--- config.mk ---
export PLATFORM = sky130hd
export DESIGN_NAME = qrrs_div
export DESIGN_NICKNAME = d
export VERILOG_FILES = /design/src/hw/rtl/qrrs_pkg.sv /design/src/hw/rtl/qrrs_div.sv
export SDC_FILE = /design/constraint.sdc
export NUM_CORES = 2
export LEC_CHECK = 0
export ABC_AREA = 1
export BUFFER_PORTS_ARGS = -buffer_cell sky130_fd_sc_hd__buf_2
export CORE_MARGIN = 2
export CORE_UTILIZATION = 45
export CTS_CLUSTER_SIZE = 12
export DETAILED_ROUTE_END_ITERATION = 7
export GPL_ROUTABILITY_DRIVEN = 1
export PLACE_DENSITY = 0.69
export RECOVER_POWER = 50
export REMOVE_ABC_BUFFERS = 1
export SLEW_MARGIN = 20
export SYNTH_ARGS = -nofsm -noshare
export SYNTH_HDL_FRONTEND = slang
export SYNTH_SLANG_ARGS = --single-unit
export TNS_END_PERCENT = 50
--- constraint.sdc ---
create_clock -name clk -period 1.63 [get_ports clk]
set_input_delay 0.0815 -clock clk [delete_from_list [all_inputs] [get_ports clk]]
set_output_delay 0.0815 -clock clk [all_outputs]
set_load 0.005 [all_outputs]
--- src/hw/rtl/qrrs_pkg.sv ---
// Shared types and constants for the quadratic real-root solver.
// Used by every module under hw/rtl; depends on nothing.
package qrrs_pkg;

  localparam int unsigned DiscW  = 34;  // discriminant magnitude, D < 2^33
  localparam int unsigned SqrtW  = 33;  // floor(sqrt(D*2^32)) < 2^33
  localparam int unsigned NumW   = 35;  // |-b*2^16 +- s| < 2^34
  localparam int unsigned DenW   = 17;  // |2a| <= 2^16
  localparam int unsigned RootW  = 34;
  localparam int unsigned RemW   = 36;  // square-root remainder width

  typedef enum logic [1:0] {
    ST_TWO     = 2'd0,
    ST_ONE     = 2'd1,
    ST_NOTQUAD = 2'd2,
    ST_COMPLEX = 2'd3
  } status_t;

  // Side data that travels along the pipelines beside the arithmetic.
  typedef struct packed {
    logic       valid;
    status_t    status;
    logic       den_neg;
  } tag_t;

endpackage

--- src/hw/rtl/qrrs_div.sv ---
// Pipelined signed divider, truncating toward zero, one quotient bit a stage.
// Depends on qrrs_pkg; magnitude in, signs applied at the end.
module qrrs_div (
  input  logic                          clk,
  input  logic                          rst,
  input  logic                          valid_in,
  input  logic                          neg_in,
  input  logic [qrrs_pkg::NumW-2:0]     num_mag,
  input  logic [qrrs_pkg::DenW-1:0]     den_mag,
  output logic                          valid_out,
  output logic signed [qrrs_pkg::RootW-1:0] quot
);

  localparam int unsigned N  = qrrs_pkg::NumW - 1;  // 34 numerator bits
  localparam int unsigned DW = qrrs_pkg::DenW;      // remainder with guard bit

  logic          vld [N+1];
  logic          neg [N+1];
  logic [N-1:0]  num [N+1];
  logic [DW-1:0] rem [N+1];
  logic [DW-1:0] den [N+1];

  always_comb begin
    vld[0] = valid_in;
    neg[0] = neg_in;
    num[0] = num_mag;
    rem[0] = '0;
    den[0] = den_mag;
  end

  // Restoring division; the numerator register fills with quotient bits.
  for (genvar i = 0; i < N; i++) begin : g_stage
    logic [DW-1:0] r_sh;
    logic          ge;
    always_comb begin
      r_sh = {rem[i][DW-2:0], num[i][N-1]};
      ge   = r_sh >= den[i];
    end
    always_ff @(posedge clk) begin
      if (rst) vld[i+1] <= 1'b0;
      else     vld[i+1] <= vld[i];
      neg[i+1] <= neg[i];
      den[i+1] <= den[i];
      rem[i+1] <= ge ? r_sh - den[i] : r_sh;
      num[i+1] <= {num[i][N-2:0], ge};
    end
  end

  // Sign applied in a final register stage.
  always_ff @(posedge clk) begin
    if (rst) valid_out <= 1'b0;
    else     valid_out <= vld[N];
    quot <= neg[N] ? -$signed(num[N]) : $signed(num[N]);
  end

endmodule

==> reports/qor.yml <==
synth.distinct_cells: 39
synthesis.area_um2: 92420
cell_internal_power_dissipation_mw: 148.3
ir_drop_v: 0.001343
criticalPathCategory: "reg -> reg"
syn_to_final_growth_pct: 52.28
detailroute.via_count: 85370
htree_levels: 4
setup_viol: 563
netlist_top_cells_area: "sky130_fd_sc_hd__dfxtp_1, sky130_fd_sc_hd__nand2_1, sky130_fd_sc_hd__inv_1"
multi_input_comb_area_um2: 51020
synth.cells.most_frequent: "sky130_fd_sc_hd__nand2_1, sky130_fd_sc_hd__dfxtp_1, sky130_fd_sc_hd__inv_1"
worst_ep_arrival_time_ns: 2.73
grt_overflow_total: 0
regToRegSetupSlack_ns: -0.35
finalWorstPathRequiredPeriod_ns: 1.976
cp_data_required_time_ns: 2.38
grt_start_max_net_pins: 36
sw_frac_of_total_pct: 35.82
effective_utilization_at_floorplan_pct: 45.22
routed_wl_mm: 285.9
area_of_the_core_region_um2: 204400
power.leakage_nw: 71.22
die_x_um: 457.2
share_clk_of_total_power_pct: 23.3
io_buffer_count: 89
grt_first_pass_wirelength_mm: 388.3
dp_hpwl_mm: 174.7
cts-buffers-inserted: 239
antenna_nets_post_route: 0
drt_pre_antenna_iters: 8
synth_top_cell_area_share_pct: 50.86
hold-path-cell-count: 3
share_seq_of_total_power_pct: 31.8
hold_viol_final: 0
die_footprint_um2: 209000
worst_slack_ns: -0.3461
finalNetCount: 15210
period_share_pct: 121.2
ys_dominant_reg_cell: "sky130_fd_sc_hd__dfxtp_1"
track_usage_pct: 22.76
critPathLaunchType: "flop"
final-max-slew-violation-count: 0
powerDensity_nw_per_um2: 1642
asyncSetResetFlopFracSynth_pct: 0
r2r.worst_path.cells: 12
yosysMostFrequentCell: "sky130_fd_sc_hd__nand2_1"
cts_sink_cnt: 2348
total_of_warnings_raised_by_yosys: 0
synth_sequential_area_ratio_pct: 50.86
mean_area_per_synthesized_cell_um2: 7.945
grt_setup_unrepaired: "yes"
maxClockFrequency_ghz: 0.5060
slew_at_the_pin_closest_to_its_max_slew_limit_ns: 0.6299
whs_endpoint: "vld[31]"
hold_path_class: "in -> reg"
area_leader_netlist: "sky130_fd_sc_hd__dfxtp_1"
vias_in_the_first_global_route: 78560
tritoncts: "built"
seqCellArea_um2: 47780
critical_path_peak_fanout: 6
syn-instance-count: 11630
hold-worst-slack_ns: 0.2440
status: "finished with violations"
max-clock-path-buffers: 3
placed_area_um2: 111900
reg2reg_from: "den[456]"
detail_routed_via_count_per_cell: 4.909
routed_wire_length_per_instance_um: 16.44
dp_worst_setup_slack_ns: -0.3931
top_level_ports: 90
regToRegEndpoint: "g_stage[9].r_sh[11]"
relSlewSlack_pct: 58.00
fin_util_pct: 68.86
clockRootBuffer: "sky130_fd_sc_hd__clkbuf_16"
fillers: 14190
antenna_found_initial: 4
combinational_share_of_power_pct: 44.9
drive_above_1_share_pct: 42.27
max_cap_viol_count: 0
kind_of_end_point_of_the_critical_path: "flop"
gpl.final_weighted_congestion: 0.9183
floorplan.rows: 166
synth_seq_cells: 2348
design_power_total_mw: 231.1
drt_first_iter_violations: 6464
synth_edf_count: 0
design_area_um2: 140700
skew_ns: 0.07170
insertion_delay_ns: 0.90
path_clk_slew_ns: 0.06
power.switching_mw: 82.79
remaining_drc_errors: 1
violations: "DRC, setup timing"
die_y_um: 457.2
min_from: "rst"
-- repair_timing --
action,in CTS,in global routing
hold endpoints to repair,103,0
buffers inserted,148,243
pin swaps,292,872
cloned,33,57
setup endpoints to repair,565,582
resized for setup,1139,2591
hold buffers,108,0
-- cell families (layout without fill, tap and decap cells) --
| logic type | Yosys count | after routing | synth area share (%) |
|---|---|---|---|
| compound gates | 381 | 381 | 2.165 |
| xor+xnor | 215 | 215 | 2.038 |
| fa+ha+maj | 596 | 596 | 8.329 |
| buf+inv | 2217 | 5233 | 9.430 |
| flops | 2348 | 2348 | 50.86 |
| other cells | 0 | 1 | 0 |
| simple gates | 5875 | 5926 | 27.18 |
-- worst max-delay path, cell delays in order, from the launching register on --
cell                        delay [ns]
sky130_fd_sc_hd__dfxtp_2          0.34
sky130_fd_sc_hd__inv_2            0.05
sky130_fd_sc_hd__ha_4             0.27
sky130_fd_sc_hd__buf_6            0.11
sky130_fd_sc_hd__nand3_2          0.07
sky130_fd_sc_hd__nor2_1           0.11
sky130_fd_sc_hd__nand4_1          0.24
sky130_fd_sc_hd__nand2_2          0.16
sky130_fd_sc_hd__nor2_4           0.07
sky130_fd_sc_hd__buf_12           0.15
sky130_fd_sc_hd__clkbuf_16        0.16
sky130_fd_sc_hd__nand3_2          0.06
sky130_fd_sc_hd__nand2_1          0.06
-- routing by layer --
| layer | vias up | wire length, um | GRT usage [%] |
|---|---|---|---|
| met3 | 1144 | 17290 | 3.044 |
| met2 | 3289 | 140700 | 40.37 |
| met1 | 39390 | 112000 | 27.64 |
| met4 | 0 | 15870 | 9.292 |
| li1 | 41540 | - | - |
| met5 | - | 0 | 0 |
-- registers in the layout, indices dropped and copies added, names as in the netlist --
register and flops:
quot 34, den 561, num 1123, vld 34, neg 34, valid_out 1
g_stage.r_sh 561
-- final cells by class --
class                           count  share of cell area, %
Sequential cell                  2348                  33.95
Clock buffer                      308                  4.633
Clock inverter                     71                 0.8801
Timing Repair Buffer             2746                  16.20
Multi-Input combinational cell   7118                  36.25
Timing Repair inverter              2                0.01956
Tap cell                         2688                  2.390
Antenna cell                        1               0.001778
Inverter                         2106                  5.676
-- through the flow --
step,TNS [ns],std cells
floorplan,-57.15,11520
global placement,-126.97,16440
detailed placement,-135.39,16440
CTS,-87.73,17100
global route,-133.93,17390
finish,-92.33,17390
-- worst max-delay path by stage --
| stage | from | slack (ns) | endpoint |
|---|---|---|---|
| floorplan | den[520] | -0.20 | g_stage[5].r_sh[2] |
| global placement | den[386] | -0.40 | g_stage[13].r_sh[16] |
| detailed placement | den[269] | -0.39 | g_stage[20].r_sh[16] |
| CTS | den[131] | -0.25 | g_stage[28].r_sh[1] |
| global route | den[456] | -0.42 | g_stage[9].r_sh[8] |
| finish | den[456] | -0.35 | g_stage[9].r_sh[11] |
-- placed cells by master, fill, tap and decap left out, drive strengths merged, types with 6 or more instances in the layout --
cell type and n:
nand2 4060, xor2 167, a21o 6, a21oi 292, o21ai 51, clkinvlp 13
o21bai 26, xnor2 48, dlygate4sd3 108, bufinv 21, ha 564, fa 32
clkinv 36, clkbuf 333, nand4 146, nor3 97, or2 13, inv 2109
buf 2613, dfxtp 2348, nand3 922, nor2 547, and2 24, nand3b 113
-- power groups by stage --
stage          Clock [mW]  Sequential, mW  Combinational, mW
6_report             53.9            73.6                104
5_1_grt              57.5            74.3                112
4_1_cts              55.0            72.2               84.6
3_5_place_dp            0            72.4               74.9
3_3_place_gp            0            72.3               74.0
2_1_floorplan           0            70.2               41.9
Note: power is estimated with default switching activity, not from simulation.
