## src/hw/rtl/qrrs_pkg.sv

```systemverilog
// Shared types and constants for the quadratic real-root solver.
// Used by every module under hw/rtl; depends on nothing.
package qrrs_pkg;

  localparam int unsigned DiscW  = 34;  // discriminant magnitude, D < 2^33
  localparam int unsigned SqrtW  = 33;  // floor(sqrt(D*2^32)) < 2^33
  localparam int unsigned NumW   = 35;  // |-b*2^16 +- s| < 2^34
  localparam int unsigned DenW   = 17;  // |2a| <= 2^16
  localparam int unsigned RootW  = 34;
  localparam int unsigned RemW   = 36;  // square-root remainder width

  typedef enum logic [1:0] {
    ST_TWO     = 2'd0,
    ST_ONE     = 2'd1,
    ST_NOTQUAD = 2'd2,
    ST_COMPLEX = 2'd3
  } status_t;

  // Side data that travels along the pipelines beside the arithmetic.
  typedef struct packed {
    logic       valid;
    status_t    status;
    logic       den_neg;
  } tag_t;

endpackage

```

## src/hw/rtl/qrrs_sqrt.sv

```systemverilog
// Pipelined restoring square root: floor(sqrt(d*2^32)), one result bit a stage.
// Depends on qrrs_pkg; carries numerator, denominator and a tag beside the root.
module qrrs_sqrt (
  input  logic                          clk,
  input  logic                          rst,
  input  qrrs_pkg::tag_t                tag_in,
  input  logic [qrrs_pkg::DiscW-1:0]    disc,
  input  logic signed [qrrs_pkg::NumW-1:0] nb_in,
  input  logic [qrrs_pkg::DenW-2:0]     den_in,
  output qrrs_pkg::tag_t                tag_out,
  output logic [qrrs_pkg::SqrtW-1:0]    root,
  output logic signed [qrrs_pkg::NumW-1:0] nb_out,
  output logic [qrrs_pkg::DenW-2:0]     den_out
);

  localparam int unsigned N  = qrrs_pkg::SqrtW;
  localparam int unsigned RW = qrrs_pkg::RemW;
  // Radicand d*2^32 is 66 bits; two bits consumed per stage.
  localparam int unsigned XW = 2 * N;

  qrrs_pkg::tag_t               tag  [N+1];
  logic [XW-1:0]                rad  [N+1];
  logic [RW-1:0]                rem  [N+1];
  logic [N-1:0]                 q    [N+1];
  logic signed [qrrs_pkg::NumW-1:0] nb [N+1];
  logic [qrrs_pkg::DenW-2:0]    den  [N+1];

  // Stage zero holds the input as presented.
  always_comb begin
    tag[0] = tag_in;
    rad[0] = {disc, 32'd0};
    rem[0] = '0;
    q[0]   = '0;
    nb[0]  = nb_in;
    den[0] = den_in;
  end

  // One root bit per stage, next pair of radicand bits shifted in.
  for (genvar i = 0; i < N; i++) begin : g_stage
    logic [RW-1:0] r_sh;
    logic [RW-1:0] trial;
    logic          fits;
    always_comb begin
      r_sh  = {rem[i][RW-3:0], rad[i][XW-1:XW-2]};
      trial = {{(RW-N-2){1'b0}}, q[i], 2'b01};
      fits  = r_sh >= trial;
    end
    always_ff @(posedge clk) begin
      if (rst) begin
        tag[i+1].valid <= 1'b0;
      end else begin
        tag[i+1].valid <= tag[i].valid;
      end
      tag[i+1].status  <= tag[i].status;
      tag[i+1].den_neg <= tag[i].den_neg;
      rad[i+1] <= {rad[i][XW-3:0], 2'b00};
      rem[i+1] <= fits ? r_sh - trial : r_sh;
      q[i+1]   <= {q[i][N-2:0], fits};
      nb[i+1]  <= nb[i];
      den[i+1] <= den[i];
    end
  end

  assign tag_out = tag[N];
  assign root    = q[N];
  assign nb_out  = nb[N];
  assign den_out = den[N];

endmodule

```

## config.mk

```make
export PLATFORM = sky130hd
export DESIGN_NAME = qrrs_sqrt
export DESIGN_NICKNAME = d
export VERILOG_FILES = /design/src/hw/rtl/qrrs_pkg.sv /design/src/hw/rtl/qrrs_sqrt.sv
export SDC_FILE = /design/constraint.sdc
export NUM_CORES = 2
export LEC_CHECK = 0
export BUFFER_PORTS_ARGS = -buffer_cell sky130_fd_sc_hd__buf_2
export CAP_MARGIN = 20
export CORE_ASPECT_RATIO = 1.5
export CORE_MARGIN = 2
export CORE_UTILIZATION = 55
export CTS_CLUSTER_DIAMETER = 150
export CTS_CLUSTER_SIZE = 30
export DETAILED_ROUTE_END_ITERATION = 10
export PLACE_DENSITY = 0.74
export SETUP_SLACK_MARGIN = 0.2
export SYNTH_ARGS = -nofsm -noshare
export SYNTH_HDL_FRONTEND = slang
export SYNTH_SLANG_ARGS = --single-unit
```

## constraint.sdc

```tcl
create_clock -name clk -period 3.3 [get_ports clk]
set_input_delay 0.66 -clock clk [delete_from_list [all_inputs] [get_ports clk]]
set_output_delay 0.66 -clock clk [all_outputs]
set_load 0.02 [all_outputs]
```

==> flow_metrics.env <==
export IMPL_cp_slowest_cell="or4_4"
export IMPL_final_area_sq_um=133000
export IMPL_fillerInstances=15700
export IMPL_syn_avg_cell_area_sq_um=11.4
export IMPL_cp_start_kind="flop"
export IMPL_syn2layout_area_growth_pct=16.0
export IMPL_cp_max_fo=3
export IMPL_cts_sink_count=3670
export IMPL_die_width_microns=377
export IMPL_routabilityCongestion=0.947
export IMPL_max_freq_mhz=292
export IMPL_fin_ws_ns=-0.127
export IMPL_violations="setup timing"
export IMPL_cp_depth=12
export IMPL_r2r_start="g_stage[3].r_sh[22]"
export IMPL_clockRootBuffer="clkbuf_16"
export IMPL_wl_per_cell_microns=16.8
export IMPL_critPathBufInv=3
export IMPL_finClkSkew_ns=0.0380
export IMPL_synth_area_sq_um=115000
export IMPL_yosysMostFrequentCell="dfxtp_1"
export IMPL_dp_hpwl_microns=162000
export IMPL_numCtsBuffers=148
export IMPL_final_max_slew_viol_count=0
export IMPL_fin_crit_ns=3.43
export IMPL_cp_top_family="simple AND/OR/NAND/NOR gates"
export IMPL_grt_max_degree=39
export IMPL_p_leak_uw=0.0612
export IMPL_die_y_microns=564
export IMPL_clockBufferDepth=4
export IMPL_initial_core_util_pct=55.3
export IMPL_cp_required_ns=4.04
export IMPL_arrival_ns=4.17
export IMPL_status="finished, violations left"
export IMPL_async_reset_ff_share_pct=0
export IMPL_antenna_found_initial=19
export IMPL_r2r_end="g_stage[4].r_sh[10]"
export IMPL_yosysTopAreaCellShare_pct=63.9
export IMPL_ant_nets=0
export IMPL_place_ws_ns=-0.629
export IMPL_seq_area_frac_synth_pct=63.9
export IMPL_grt_pass1_wl_microns=360000
export IMPL_crit_path_start="g_stage[3].r_sh[22]"
export IMPL_rows=205
export IMPL_synth_edf_count=0
export IMPL_power_uw=88900
export IMPL_cts_tree="built"
export IMPL_hold_class="reg2reg"
export IMPL_worstSetupPathType="reg2reg"
export IMPL_fin_crit_sh_pct=104
export IMPL_slew_headroom_pct=46.3
export IMPL_ios=179
export IMPL_finalHoldViolations=0
export IMPL_globalRouteTotalUtil_pct=20.8
export IMPL_synth_net_count=10800
export IMPL_syn_inst=10100
export IMPL_drive_above_1_share_pct=16.6
export IMPL_core_sq_um=208000
export IMPL_crit_top_cell="or3_4"
export IMPL_grt_pass1_vias=74500
export IMPL_wl_microns=229000
export IMPL_ys_top_cells_by_area="dfxtp_1, ha_1, xnor2_1"
export IMPL_ys_flop_type="dfxtp_1"
export IMPL_reg2reg_setup_slack_ns=-0.13
export IMPL_yosys_top_cells_count="dfxtp_1, inv_1, nand2_1"
export IMPL_grt_ovfl_total=0
export IMPL_htree_levels=4
export IMPL_maxCapViolations=0
export IMPL_nNetsFinal=11700
export IMPL_ys_types=91
export IMPL_first_pass_iters=5
export IMPL_clk_pin_slew_worst_paths_ns=0.10
export IMPL_powerDensity_nw_per_um2=667
export IMPL_synth_seq_cells=3670
export IMPL_via_count=71600
export IMPL_ys_warn_count=0
export IMPL_ir_drop_uv=663
export IMPL_slowest_delay_ns=0.43
export IMPL_crit_path_end_kind="flop"
export IMPL_placed_cell_area_sq_um=122000
export IMPL_via_per_inst=5.23
export IMPL_synth_top_cell_by_area="dfxtp_1"
export IMPL_endpoint="g_stage[4].r_sh[10]"
export IMPL_numPortBuffers=178
export IMPL_worst_slew_pin_slew_ns=0.806
export IMPL_die_area_sq_um=213000
export IMPL_setup_viol=31
export IMPL_fin_setup_tns_ns=-1.03
export IMPL_rsz0062_at_grt="yes"
export IMPL_reg2reg_depth=12
export IMPL_clk_latency_ns=0.86
export IMPL_drt_iter0_markers=3065
export IMPL_drc=0
export IMPL_crit_chain="or3_4, or4_4, or4_4, or3_4, or3_4, nor4_4, buf_4, buf_6, inv_4, nand3_4, nor2_4, xor2_1"
how the worst min path moves through the flow:
stage                   from       end  cells after the start
CTS                      rst  tag[131]                      2
finish               nb[480]   nb[445]                      0
global placement     nb[560]   nb[525]                      0
detailed placement  den[120]  den[104]                      0
global route         nb[196]   nb[161]                      0
floorplan           den[116]  den[100]                      0
logic make-up after synthesis:
kind of cell	after synthesis	synth area share, %
DFF	3670	63.9
adders and majority gates	580	6.41
AOI/OAI and AO/OA	1730	9.32
buffers and inverters	945	3.30
xor gates and xnor gates	823	6.27
muxes	119	1.15
other	1	0.00326
and+or+nand+nor	2253	9.63
report_power, final:
part	total, uW	leakage [uW]	internal (uW)	switching, uW
combinational	14900	0.0286	7240	7650
clock	20800	0.00188	8240	12500
sequential	53300	0.0307	49500	3760
metrics by stage:
stage	util, %	hold slack [ns]	cells
after global routing	64.2	0.297	13700
after floorplan	-	0.310	10100
after global placement	58.6	0.310	13200
final	64.2	0.310	13700
after CTS	62.9	0.268	13600
after detailed placement	58.6	0.312	13200
state kept, by name, indices dropped and copies added, names as in the netlist:
| signal | flops |
|---|---|
| nb_out | 35 |
| tag_out | 4 |
| den | 512 |
| nb | 1120 |
| root | 33 |
| g_stage.trial | 528 |
| g_stage.r_sh | 1054 |
| den_out | 16 |
| tag | 128 |
| rad | 240 |
area by class of cell:
class                      count  area, sq um  share of cell area, %
sequential                  3670        73500                   55.1
multi-input combinational   5506        41700                   31.3
timing repair buffer         930         8120                   6.09
clock buffer                 149         3730                   2.80
tap                         2691         3370                   2.52
inverter                     736         2780                   2.08
clock inverter                 7         87.6                 0.0657
antenna                        8         20.0                 0.0150
layer usage:
metal / wire length, microns / GRT usage [%]
met2: 130000 / 43.4
met3: 6640 / 2.45
met5: 0 / 0
met1: 76200 / 18.0
met4: 16600 / 13.7
repair_timing:
item | CTS | global route
endpoints found under the setup margin | 663 | 702
buffers inserted | 129 | 65
resized for setup | 622 | 511
gates cloned | 28 | 7
pin swaps | 211 | 229
hold buffers | 90 | 0
hold endpoints to repair | 90 | 0
cell usage in the layout, fill, tap and decap left out, drive strengths merged, types with 61 or more instances in the layout:
master / instances
dfxtp: 3670
buf: 834
inv: 739
nand2: 640
ha: 565
nor2: 543
a21oi: 513
o21ai: 479
xnor2: 424
xor2: 399
nor3: 224
a21o: 217
clkbuf: 155
nand3: 122
nand2b: 109
mux2: 108
nor2b: 106
nor4: 98
dlygate4sd3: 90
or3: 90
o21a: 89
nand4: 68
o31ai: 64
o21bai: 63
or4: 61
(Power assumes the default switching activity.)
